==> config.mk <==
export PLATFORM = sky130hd
export DESIGN_NAME = tcr_weight_lane
export DESIGN_NICKNAME = d
export VERILOG_FILES = /design/src/rtl/tcr_pkg.sv /design/src/rtl/tcr_weight_lane.sv
export SDC_FILE = /design/constraint.sdc
export NUM_CORES = 2
export LEC_CHECK = 0
export ABC_CLOCK_PERIOD_IN_PS = 9700
export BUFFER_PORTS_ARGS = -buffer_cell sky130_fd_sc_hd__buf_4
export CORE_ASPECT_RATIO = 0.9
export CORE_MARGIN = 2
export CORE_UTILIZATION = 60
export CTS_CLUSTER_SIZE = 30
export DETAILED_ROUTE_END_ITERATION = 6
export PLACE_DENSITY = 0.87
export RECOVER_POWER = 50
export SYNTH_ARGS = -nofsm -noshare
export SYNTH_HDL_FRONTEND = slang
export SYNTH_SLANG_ARGS = --single-unit
==> constraint.sdc <==
create_clock -name i_clk -period 9.7 [get_ports i_clk]
set_input_delay 1.94 -clock i_clk [delete_from_list [all_inputs] [get_ports i_clk]]
set_output_delay 1.94 -clock i_clk [all_outputs]
set_load 0.1 [all_outputs]
==> src/rtl/tcr_pkg.sv <==
`timescale 1ns / 1ps
package tcr_pkg;

    // Number of material slots carried by one node transaction.
    localparam int NUM_SLOTS = 4;
    localparam int DEF_MAX_MATERIALS = 4;

    // Field widths.
    localparam int TEMP_W = 24;
    localparam int MASS_W = 24;
    localparam int CAP_W = 16;
    localparam int INV_W = 32;
    localparam int RATE_W = 32;
    localparam int CNT_W = 3;
    localparam int CFG_IDX_W = 3;
    localparam int CFG_DATA_W = 32;

    // Derived arithmetic widths.
    localparam int WEIGHT_W = MASS_W + CAP_W;             // 40
    localparam int HALF_W = WEIGHT_W / 2;                 // 20
    localparam int TERM_W = WEIGHT_W + TEMP_W;            // 64
    localparam int DEN_W = WEIGHT_W + 2;                  // 42
    localparam int NUM_W = TERM_W + 2;                    // 66
    localparam int PROD_W = TEMP_W + INV_W;               // 56

    // Configuration register indexes.
    typedef enum logic [CFG_IDX_W-1:0] {
        REG_MATERIAL_COUNT = 3'd0,
        REG_HEAT_CAP_0     = 3'd1,
        REG_HEAT_CAP_1     = 3'd2,
        REG_HEAT_CAP_2     = 3'd3,
        REG_HEAT_CAP_3     = 3'd4,
        REG_INV_TIME_STEP  = 3'd5
    } t_cfg_reg;

endpackage

==> src/rtl/tcr_weight_lane.sv <==
`timescale 1ns / 1ps
module tcr_weight_lane
    import tcr_pkg::*;
(
    input  logic              i_clk,
    input  logic              i_en,
    input  logic [MASS_W-1:0] i_mass,
    input  logic [CAP_W-1:0]  i_cap,
    input  logic [TEMP_W-1:0] i_temp,
    output logic [WEIGHT_W-1:0] o_weight,
    output logic [TERM_W-1:0] o_term,
    output logic [TEMP_W-1:0] o_temp
);
    logic [WEIGHT_W-1:0] r_w1, r_w2, r_w3;
    logic [TEMP_W-1:0]   r_t1, r_t2, r_t3;
    logic [HALF_W+TEMP_W-1:0] r_plo, r_phi;
    logic [TERM_W-1:0]   r_term;

    // Weight, then two half-width partial products, then the full term.
    always_ff @(posedge i_clk) begin
        if (i_en) begin
            r_w1   <= i_mass * i_cap;
            r_t1   <= i_temp;
            r_plo  <= r_w1[HALF_W-1:0] * r_t1;
            r_phi  <= r_w1[WEIGHT_W-1:HALF_W] * r_t1;
            r_w2   <= r_w1;
            r_t2   <= r_t1;
            r_term <= TERM_W'(r_plo) + (TERM_W'(r_phi) << HALF_W);
            r_w3   <= r_w2;
            r_t3   <= r_t2;
        end
    end

    assign o_weight = r_w3;
    assign o_term   = r_term;
    assign o_temp   = r_t3;
endmodule

# After elaboration in Yosys (flattened, before gate mapping)
# Cells that the tools add are included.
[word_totals]
wordCells = 13
out_inout_bits = 128
latchBits = 0
inputBits = 66
n_memories = 0
ram_bits = 0
regBits = 344
romBits = 0
[op_classes]
n_bitwise = 0
n_lt_le_gt_ge = 0
shift = 0
muxes = 0
add_sub_neg = 1
div = 0
eq_ne = 0
n_reduce_logical = 0
n_mul = 3
[ops]
columns = ["cell", "n"]
rows = [
  ["multiplier 20 x 24 -> 44 bit", 2],
  ["adder 44 x 64 -> 64 bit", 1],
  ["multiplier 24 x 16 -> 40 bit", 1],
]

# Depth between registers and ports, before layout
[depth]
ltp_word = 1
depth_mapped = 27
depth_no_buf = 25

# Worst setup path before layout
# OpenSTA, ideal clock, no wires.
[synth_timing]
path_kind = "input to register"
start = "in i_cap[1]"
end = "reg r_w1[37], data pin"
required_time_ps = 9442
stages = 21
t_arrival_ps = 7400
path_buffers = 1
setup_ps = 258
path_slack_ps = 2042
path_cell_list = "clkbuf_1 -> nand2_1 -> fa_1 -> inv_1 -> fa_1 -> inv_1 -> fa_1 -> inv_1 -> fa_1 -> inv_1 -> fa_1 -> inv_1 -> fa_1 -> ha_1 -> nand2_1 -> a211o_1 -> a211oi_2 -> o31ai_1 -> or4_1 -> a311o_1 -> xnor2_1"
[synth_via]
elab_chain_len = 1
[synth_rtl]
columns = ["element", "line_no", "source"]
rows = [
  ["start, declared", "tcr_weight_lane.sv:8", "input logic [CAP_W-1:0] i_cap,"],
  ["multiplier 24 x 16 -> 40 bit", "tcr_weight_lane.sv:22", "r_w1 <= i_mass * i_cap;"],
  ["end signal, assigned", "tcr_weight_lane.sv:22", ""],
  ["end, declared", "tcr_weight_lane.sv:14", "logic [WEIGHT_W-1:0] r_w1, r_w2, r_w3;"],
]
# Every way passes these cells.
# A chain may end at the register's enable or synchronous reset.

# Final worst setup path
[layout_timing]
start = "reg r_t1[23]"
end = "reg r_plo[38], data pin"
[layout_via]
elab_chain_len = 1
[layout_rtl]
columns = ["element", "line_no", "source"]
rows = [
  ["start, declared", "tcr_weight_lane.sv:15", "logic [TEMP_W-1:0] r_t1, r_t2, r_t3;"],
  ["start signal, assigned", "tcr_weight_lane.sv:23", "r_t1 <= i_temp;"],
  ["multiplier 20 x 24 -> 44 bit", "tcr_weight_lane.sv:24", "r_plo <= r_w1[HALF_W-1:0] * r_t1;"],
  ["end signal, assigned", "tcr_weight_lane.sv:24", ""],
  ["end, declared", "tcr_weight_lane.sv:16", "logic [HALF_W+TEMP_W-1:0] r_plo, r_phi;"],
]
# Every way passes these cells.

==> results.json <==
{
  "finalNetCount": 7275,
  "synth.distinct_cells": 68,
  "seq_area_frac_synth_pct": 18.5,
  "cp_max_fo": 41,
  "reg2reg_depth": 20,
  "cts_buffers": 41,
  "wl_per_cell_um": 20.2,
  "area_growth_syn_to_layout_pct": 6.63,
  "firstDrtPassIters": 7,
  "grt_pass1_wl_mm": 229,
  "cp-endpoint": "r_plo[38]$_DFFE_PP_",
  "floorplan.die_area_mm2": 0.0953,
  "cts_root_buf": "clkbuf_16",
  "synth-main-ff-cell": "edfxtp_1",
  "timing.hold.worst.class": "reg2reg",
  "grt_max_degree": 156,
  "worstReg2RegEnd": "r_plo[38]$_DFFE_PP_",
  "violations": "DRC, capacitance limit, slew limit",
  "drc": 9,
  "core_mm2": 0.0924,
  "netlist_area_mm2": 0.0557,
  "path_clk_slew_ns": 0.07,
  "final_common_cell": "inv_1",
  "htree_num_levels": 2,
  "top_layer": "met4",
  "globalRouteTotalUtil_pct": 30.6,
  "fin_worst_skew_ns": 0.0322,
  "timing.fmax_mhz": 118,
  "grt_setup_unrepaired": "false",
  "wl_met2_mm": 64.4,
  "fin_crit_sh_pct": 87.2,
  "dp.cells": 6873,
  "tightest_slew_ns": 3.91,
  "cts_tree": "yes",
  "insertion_delay_ns": 0.62,
  "syn_avg_cell_area_um2": 9.89,
  "num_rows": 106,
  "status": "finished with violations",
  "gp_congestion": 0.933,
  "route.met3.wl_mm": 15.9,
  "postCtsSetupRepairBufs": 0,
  "die_h_um": 293,
  "pre_cts_ws_ns": 1.35,
  "yosysWarningCount": 0,
  "via_count": 39400,
  "ant_nets": 0,
  "ctsHoldBuffers": 0,
  "antenna_found_initial": 1,
  "drt-total-wl_mm": 140,
  "path_class": "reg2reg",
  "drive_gt1_share_pct": 5.43,
  "cts.sinks": 344,
  "die_x_um": 325,
  "cap_violations": 9,
  "synth_seq_cells": 344,
  "cp_data_arrival_time_ns": 8.82,
  "viasPerCell": 5.67,
  "setup_viol": 0,
  "worstPathRequired_ns": 10.06,
  "n_fill_cell": 6928,
  "rrSetupSlack_ns": 1.24,
  "grt_pass1_vias": 43200,
  "setup_ws_ns": 1.24,
  "fin_crit_ns": 8.46,
  "start_kind": "flip-flop",
  "final_hold_viol_count": 0,
  "endpoint_kind": "flip-flop",
  "dpl.hpwl_mm": 107,
  "fin_cells": 6948,
  "slew_headroom_pct": -160,
  "slew_violations": 442,
  "wl_met1_mm": 55.0,
  "netlist_instances": 5631,
  "synth_nets": 7232,
  "grt_overflow": 0,
  "synthArstFlopShare_pct": 0,
  "synth_edf_count": 344,
  "tns_ns": 0,
  "initial_utilization_pct": 60.3,
  "final_cell_mix": "1244 x inv_1, 1091 x fa_1, 817 x nand2_1, 626 x and2_1, 444 x ha_1",
  "portBuffers": 193,
  "cts_buffer_depth": 3,
  "cts_resized": 0,
  "r2r_start": "r_t1[23]$_DFFE_PP_",
  "min-delay-start": "r_plo[6]$_DFFE_PP_",
  "ios": 194,
  "cp-startpoint": "r_t1[23]$_DFFE_PP_",
  "drt-initial-drc-count": 3381
}
worst min-delay path by stage:
stage                     cells past startpoint              endpoint
after floorplan                               0   o_temp[0]$_DFFE_PP_
after global placement                        0   o_temp[4]$_DFFE_PP_
after detailed placement                      0  o_temp[12]$_DFFE_PP_
after CTS                                     0   o_term[6]$_DFFE_PP_
after global routing                          0   o_term[6]$_DFFE_PP_
final                                         0   o_term[6]$_DFFE_PP_
sequential cells by signal (all words and copies together), names as in the netlist:
name      count
r_w1         40
r_t2         24
o_term       64
o_temp       24
r_t1         24
r_plo        44
r_phi        44
o_weight     40
r_w2         40
per-stage QoR:
stage	hold WS [ns]	area [µm²]	util (%)
finish	0.393	59400	64.2
global route	0.401	59400	64.2
CTS	0.384	59600	64.4
detailed placement	0.405	58300	63.0
global placement	0.400	58300	63.0
floorplan	0.400	55700	-
kinds of logic after synthesis:
group,count (synthesis),share of synthesized area (%)
XOR/XNOR,165,2.59
adder cells (fa/ha/maj),1535,49.2
flip-flops,344,18.5
AND/OR/NAND/NOR,1657,14.6
multiplexers,1,0.0180
buffers and inverters,1506,10.1
AO/OA/AOI/OAI,423,4.91
cells in the mapped netlist, types with 61 or more instances:
cell type	instances	area (µm²)
a21o_1	72	541
a21oi_1	142	711
and2_1	633	3960
clkbuf_1	261	980
edfxtp_1	344	10300
fa_1	1091	21800
ha_1	444	5560
inv_1	1244	4670
nand2_1	817	3070
nor2_1	61	229
o21ai_0	72	360
xnor2_1	107	937
routing by layer:
layer  vias up  global-route usage (%)
met2      2216                    49.3
met5         -                   0.101
met3       384                    7.88
li1      17100                       -
met4         0                    10.7
met1     19700                    40.6
worst max-delay path, stage by stage, from the launching register on:
cell and delay [ns]:
edfxtp_1 0.32, clkbuf_1 1.87, nand2_1 0.28, fa_1 0.66
inv_1 0.06, fa_1 0.55, inv_1 0.06, fa_1 0.51
inv_1 0.06, fa_1 0.55, fa_1 0.43, fa_1 0.48
ha_1 0.33, ha_1 0.36, a21o_1 0.18, a21o_1 0.21
o31ai_2 0.47, o21ai_2 0.19, a31o_4 0.30, a31oi_1 0.20
xnor2_1 0.09
area by class of cell:
type / count / area [µm²] / area share (%)
clock inverter: 24 / 221 / 0.373
multi-input combinational: 3781 / 39700 / 66.9
antenna: 1 / 2.50 / 0.00421
inverter: 1244 / 4670 / 7.86
sequential: 344 / 10300 / 17.4
clock buffer: 50 / 1060 / 1.78
timing repair buffer: 262 / 1840 / 3.10
tap: 1242 / 1550 / 2.62
Power is not shown: default switching activity piles up to over one toggle a cycle in this logic, so the estimate is an artifact.
