File: src/rtl/tcr_pkg.sv
`timescale 1ns / 1ps
package tcr_pkg;

    // Number of material slots carried by one node transaction.
    localparam int NUM_SLOTS = 4;
    localparam int DEF_MAX_MATERIALS = 4;

    // Field widths.
    localparam int TEMP_W = 24;
    localparam int MASS_W = 24;
    localparam int CAP_W = 16;
    localparam int INV_W = 32;
    localparam int RATE_W = 32;
    localparam int CNT_W = 3;
    localparam int CFG_IDX_W = 3;
    localparam int CFG_DATA_W = 32;

    // Derived arithmetic widths.
    localparam int WEIGHT_W = MASS_W + CAP_W;             // 40
    localparam int HALF_W = WEIGHT_W / 2;                 // 20
    localparam int TERM_W = WEIGHT_W + TEMP_W;            // 64
    localparam int DEN_W = WEIGHT_W + 2;                  // 42
    localparam int NUM_W = TERM_W + 2;                    // 66
    localparam int PROD_W = TEMP_W + INV_W;               // 56

    // Configuration register indexes.
    typedef enum logic [CFG_IDX_W-1:0] {
        REG_MATERIAL_COUNT = 3'd0,
        REG_HEAT_CAP_0     = 3'd1,
        REG_HEAT_CAP_1     = 3'd2,
        REG_HEAT_CAP_2     = 3'd3,
        REG_HEAT_CAP_3     = 3'd4,
        REG_INV_TIME_STEP  = 3'd5
    } t_cfg_reg;

endpackage

File: src/rtl/tcr_rate_lane.sv
`timescale 1ns / 1ps
module tcr_rate_lane
    import tcr_pkg::*;
(
    input  logic              i_clk,
    input  logic              i_en,
    input  logic [TEMP_W-1:0] i_tc,
    input  logic [TEMP_W-1:0] i_temp,
    input  logic [INV_W-1:0]  i_inv,
    input  logic              i_kill,
    output logic signed [RATE_W-1:0] o_rate
);
    localparam int RND_W = PROD_W - 15;

    logic                 neg;
    logic [TEMP_W-1:0]    mag;
    logic [PROD_W-1:0]    r_prod;
    logic                 r_neg, r_kill;
    logic [RND_W-1:0]     rnd;
    logic [RATE_W-1:0]    n_rate;
    logic [RATE_W-1:0]    r_rate;

    assign neg = i_tc < i_temp;
    assign mag = neg ? (i_temp - i_tc) : (i_tc - i_temp);

    // Rounding: half a unit added to the magnitude, ties away from zero.
    assign rnd = RND_W'((r_prod + PROD_W'(32768)) >> 16);

    always_comb begin
        if (r_kill) begin
            n_rate = '0;
        end else if (r_neg) begin
            if (rnd >= RND_W'(64'h8000_0000)) n_rate = 32'h8000_0000;
            else n_rate = RATE_W'(0) - rnd[RATE_W-1:0];
        end else begin
            if (rnd > RND_W'(64'h7FFF_FFFF)) n_rate = 32'h7FFF_FFFF;
            else n_rate = rnd[RATE_W-1:0];
        end
    end

    always_ff @(posedge i_clk) begin
        if (i_en) begin
            r_prod <= mag * i_inv;
            r_neg  <= neg;
            r_kill <= i_kill;
            r_rate <= n_rate;
        end
    end

    assign o_rate = signed'(r_rate);
endmodule

File: config.mk
export PLATFORM = sky130hd
export DESIGN_NAME = tcr_rate_lane
export DESIGN_NICKNAME = d
export VERILOG_FILES = /design/src/rtl/tcr_pkg.sv /design/src/rtl/tcr_rate_lane.sv
export SDC_FILE = /design/constraint.sdc
export NUM_CORES = 2
export LEC_CHECK = 0
export BUFFER_PORTS_ARGS = -buffer_cell sky130_fd_sc_hd__buf_2
export CAP_MARGIN = 20
export CORE_ASPECT_RATIO = 2
export CORE_UTILIZATION = 35
export DETAILED_ROUTE_END_ITERATION = 10
export HOLD_SLACK_MARGIN = 0.02
export SLEW_MARGIN = 30
export SYNTH_ARGS = -nofsm -noshare
export SYNTH_HDL_FRONTEND = slang
export SYNTH_SLANG_ARGS = --single-unit
File: constraint.sdc
create_clock -name i_clk -period 11.3 [get_ports i_clk]
set_input_delay 1.695 -clock i_clk [delete_from_list [all_inputs] [get_ports i_clk]]
set_output_delay 1.695 -clock i_clk [all_outputs]
set_load 0.02 [all_outputs]
---- After elaboration in Yosys (flattened, before gate mapping) ----
Index checks and enable logic that the tools add are counted.
cells by class
  reduce and logical (&&, ||, !) cells .... 0
  $lt $le $gt $ge ......................... 3
  shift-type cells ........................ 0
  $add $sub $neg .......................... 4
  bitwise operators ....................... 0
  multipliers ............................. 1
  equal/unequal tests ..................... 0
  muxes and demuxes ....................... 4
  div/mod/pow operators ................... 0
operators by type and width
  cell                                                                                number
  32-bit 2-to-1 mux                                                                   3
  56-bit by 16-bit adder with 56-bit output (second input constant)                   1
  24-bit by 32-bit multiplier with 56-bit output                                      1
  24-bit subtractor                                                                   2
  40-bit by 32-bit >= comparator with 1-bit output (second input constant)            1
  40-bit by 31-bit greater-than comparator with 1-bit output (second input constant)  1
  1-bit by 32-bit subtractor with 32-bit output (first input constant)                1
  24-bit < comparator                                                                 1
  24-bit 2-to-1 mux                                                                   1
word-level totals
  memory bits (writable) .................. 0
  output and inout port bits .............. 32
  logic and storage cells ................. 16
  memories ................................ 0
  bits in latches ......................... 0
  register bits after elaboration ......... 90
  bits in read-only memories .............. 0

---- Depth between registers and ports, before layout ----
  depth in word-level cells ............... 4
  mapped depth ............................ 44
  depth with buffers taken out ............ 41

---- Worst setup path before layout ----
Ideal clock, no wire load.
  path kind ............................... input to register
  start ................................... input port i_tc[0]
  end ..................................... register r_prod[51] (data pin)
  buffers on the path ..................... 2
  stages on the path ...................... 39
  path slack .............................. 0.884 ns
  arrival time ............................ 10.152 ns
  path through ............................ inv_1 ha_1 inv_1 fa_1 a211oi_2 o311ai_2 a21oi_2 a21o_1 nand2_4 buf_2 nand2_1 o21ai_0 o221ai_1 xor2_1 buf_2 and2_1 fa_1 inv_1 (+3 left out) inv_1 fa_1 inv_1 fa_1 fa_1 inv_1 fa_1 inv_1 ha_1 and3_1 a221o_1 a211oi_1 o21ai_0 a21o_1 a211oi_1 o21bai_1 a221oi_1 xnor2_1
between the ends
  longest elaborated chain between the ends .. 3
  elaborated cells between the ends (all ways) .. 5
  those cells by class .................... 2 x add/sub; 1 x mul; 1 x order compare; 1 x mux
RTL lines
  what                                                      line                                      text
  from (decl)                                               tcr_rate_lane.sv:7                        input logic [TEMP_W-1:0] i_tc,
  24-bit subtractor or 24-bit < comparator (tied branches)  tcr_rate_lane.sv:24, tcr_rate_lane.sv:23
  24-bit 2-to-1 mux *                                       tcr_rate_lane.sv:24                       assign mag = neg ? (i_temp - i_tc) : (i_tc - i_temp);
  24-bit by 32-bit multiplier with 56-bit output *          tcr_rate_lane.sv:43                       r_prod <= mag * i_inv;
  to (signal assigned)                                      tcr_rate_lane.sv:43
  to (decl)                                                 tcr_rate_lane.sv:17                       logic [PROD_W-1:0] r_prod;
Mark *: on every way between the ends. The rest lies on a longest branch, timed or not.
A chain may end at the register's enable or synchronous reset.

---- Final worst setup path ----
  start ................................... input port i_tc[21]
  end ..................................... register r_prod[55] (data pin)
The elaborated chain is that of the path after synthesis.

==> flow_summary_export.csv <==
group,metric,value,unit
run_status,status,"complete, no violations",
sta,drv_slew,0,
detailed_routing,wl_per_cell,19.2,um
cts,h-tree-depth,3,
detailed_routing,drtAntennaViolNets,0,
synth,syn_nets,4570,
sta,slew-limit-headroom,39.9,%
critical_path,critPathBufInv,10,
cts,ctsRootBufferMaster,"clkbuf_16",
synth,synth-seq-cells,75,
synth,ys_warn_count,0,
cts,clock_path_buffers,2,
die,boundaryPins,115,
run,cap_violations,0,
cts,cts_tree,"done",
sta,finalSetupTns,0,ns
synth,synth.distinct_cells,84,
finish,final_nets,4632,
cts,path_clk_slew,0.06,ns
critical_path,reg2reg_depth,11,
grt,grt_pass1_vias,26700,
finish,area_delta_synth_final,9.05,%
placement,gp_congestion,0.920,
sta,whs,0.832,ns
finish,regArea,0.00225,mm2
finish,multi_input_area,0.0256,mm2
detailed_routing,first_pass_iters,5,
detailed_routing,vias,24600,
synth,synth_edf_count,75,
critical_path,cp-start-kind,"input pin",
critical_path,slowest_delay,0.49,ns
critical_path,crit_family,"adder cells",
cts,cts_hold_buf,0,
sta,min_period,10.87,ns
critical_path,ff2ff_setup_slack,7.28,ns
detailed_routing,drt_iter0_markers,1230,
cts,cts_sinks,75,
finish,final_cell_mix,"inv_1 (784), fa_1 (659), nand2_1 (588)",
critical_path,crit_top_cell,"fa_1",
critical_path,rr_startpoint,"r_prod[18]",
grt,gr-total-overflow,0,
critical_path,worstSetupPathType,"input pin to register",
grt,grt_max_degree,76,
critical_path,r2r-end,"o_rate[25]",
placement,portBuffers,114,
finish,fillers,8979,
cts,cts_made_buffers,9,
die,rows,154,
cts,worstSkewPairLatency,0.36,ns
critical_path,arrival,11.09,ns
die,die_h,425,um
placement,placedCellCount,4818,
worst_hold_path,whs_path_depth,2,
synth,synth_ff_type,"edfxtp_1",
synth,syn_inst,3600,
critical_path,path_max_fanout,18,
sta,fmax,92.0,MHz
synth,ys_async_sr_fraction,0,%
detailed_routing,drc,0,
sta,fin_skew,0.00961,ns
detailed_routing,wl,93.0,mm
sta,hold_viol,0,
critical_path,slowest_stage,"fa_1",
die,start_util,35.5,%
placement,dp_hpwl,78.1,mm
critical_path,required,11.52,ns
sta,worstMarginPinSlew,0.901,ns
finish,final_common_cell,"inv_1",
synth,yosysSeqAreaShare,7.18,%
finish,layout-drive-gt1-share,8.70,%
grt,track_usage,21.1,%
worst_hold_path,hold_start,"r_kill",
die,dieArea,0.0909,mm2
critical_path,critPathCaptureType,"register",
worst_hold_path,hold_class,"register to register",
worst_hold_path,min_to,"o_rate[29]",
sta,setup_viol,0,
detailed_routing,routed_via_density,5.08,
finish,instances_no_fill,4839,
die,coreArea,0.0884,mm2
synth,syn_area,0.0314,mm2
die,die_w,214,um
sta,fin_crit_sh,96.2,%
grt,antenna_found_initial,9,
synth,syn_area_per_cell,8.71,um2
grt,grt_first_pass_wirelength,145,mm
-- cell families after synthesis --
| logic type | share of synthesized area [%] |
|---|---|
| XOR/XNOR | 2.82 |
| flip-flops | 7.18 |
| multiplexers | 0.898 |
| AO/OA/AOI/OAI | 7.89 |
| AND/OR/NAND/NOR | 18.2 |
| adder cells (fa/ha/maj) | 51.2 |
| buffers and inverters | 11.9 |
-- worst max-delay path by stage --
stage / startpoint / to / slack (ns) / cells after the start
floorplan: i_tc[0] / r_prod[51] / 0.88 / 39
global placement: i_tc[0] / r_prod[51] / -0.04 / 38
detailed placement: i_tc[0] / r_prod[51] / -0.08 / 38
CTS: i_tc[0] / r_prod[51] / 0.30 / 38
global route: i_tc[0] / r_prod[52] / -0.007 / 41
finish: i_tc[21] / r_prod[55] / 0.43 / 38
-- state kept, by name (all words and copies together) (netlist names) --
| register | flops |
|---|---|
| r_kill | 1 |
| o_rate | 32 |
| r_prod | 41 |
| r_neg | 1 |
-- final cells by class --
class	count	area share, %
tap	1170	4.28
antenna	2	0.0146
sequential	75	6.59
clock inverter	7	0.238
inverter	785	8.62
multi-input combinational	2558	75.0
clock buffer	9	0.659
timing repair buffer	233	4.62
-- through the flow --
stage | setup WS, ns | instance area, um2 | util (%)
global placement | -0.0365 | 33800 | 38.2
detailed placement | -0.0768 | 33800 | 38.2
finish | 0.427 | 34200 | 38.7
global route | -0.00731 | 34200 | 38.7
CTS | 0.305 | 34100 | 38.5
floorplan | 0.884 | 31400 | -
-- repair_timing --
item / 4_1_cts / 5_1_grt
resized for setup: 0 / 13
buffers inserted: 0 / 2
setup endpoints to repair: 0 / 5
-- tightest hold or removal path, stage by stage (launching register included) --
cell and delay, ns:
edfxtp_1 0.35, buf_4 0.24, nor2_1 0.13
-- metal layers --
metal  GRT usage [%]  routed length [um]  up-vias
li1                -                   -    11000
met1            21.1               31200    12600
met2            41.5               52700      725
met3            2.08                3530      287
met4            11.1                5460       12
met5               0                  71        -
-- cell usage after synthesis, drive strengths merged (3+ instances only) --
cell type,count,area share [%]
a2111oi,6,0.19
a211oi,10,0.29
a21boi,4,0.096
a21o,61,1.5
a21oi,166,2.7
a221oi,6,0.22
a311oi,3,0.084
a31oi,11,0.27
and2,236,4.7
and3,18,0.36
and4,8,0.22
buf,41,0.77
clkbuf,142,1.7
edfxtp,75,7.2
fa,659,42
ha,228,9.1
inv,785,9.4
mux2i,27,0.86
nand2,592,7.2
nand2b,13,0.26
nand3,42,0.77
nand4,32,0.64
nor2,81,1.0
nor2b,77,1.5
nor3,24,0.40
nor4,14,0.51
nor4b,4,0.15
o211ai,6,0.18
o21a,7,0.17
o21ai,57,0.92
o21bai,16,0.38
o221ai,3,0.10
o311ai,3,0.13
o31ai,11,0.31
or3,3,0.060
xnor2,55,1.6
xor2,45,1.3
Power is left out: the tool's default activity adds up to more than one toggle a clock period on the data nets, which glitch-free logic cannot reach.
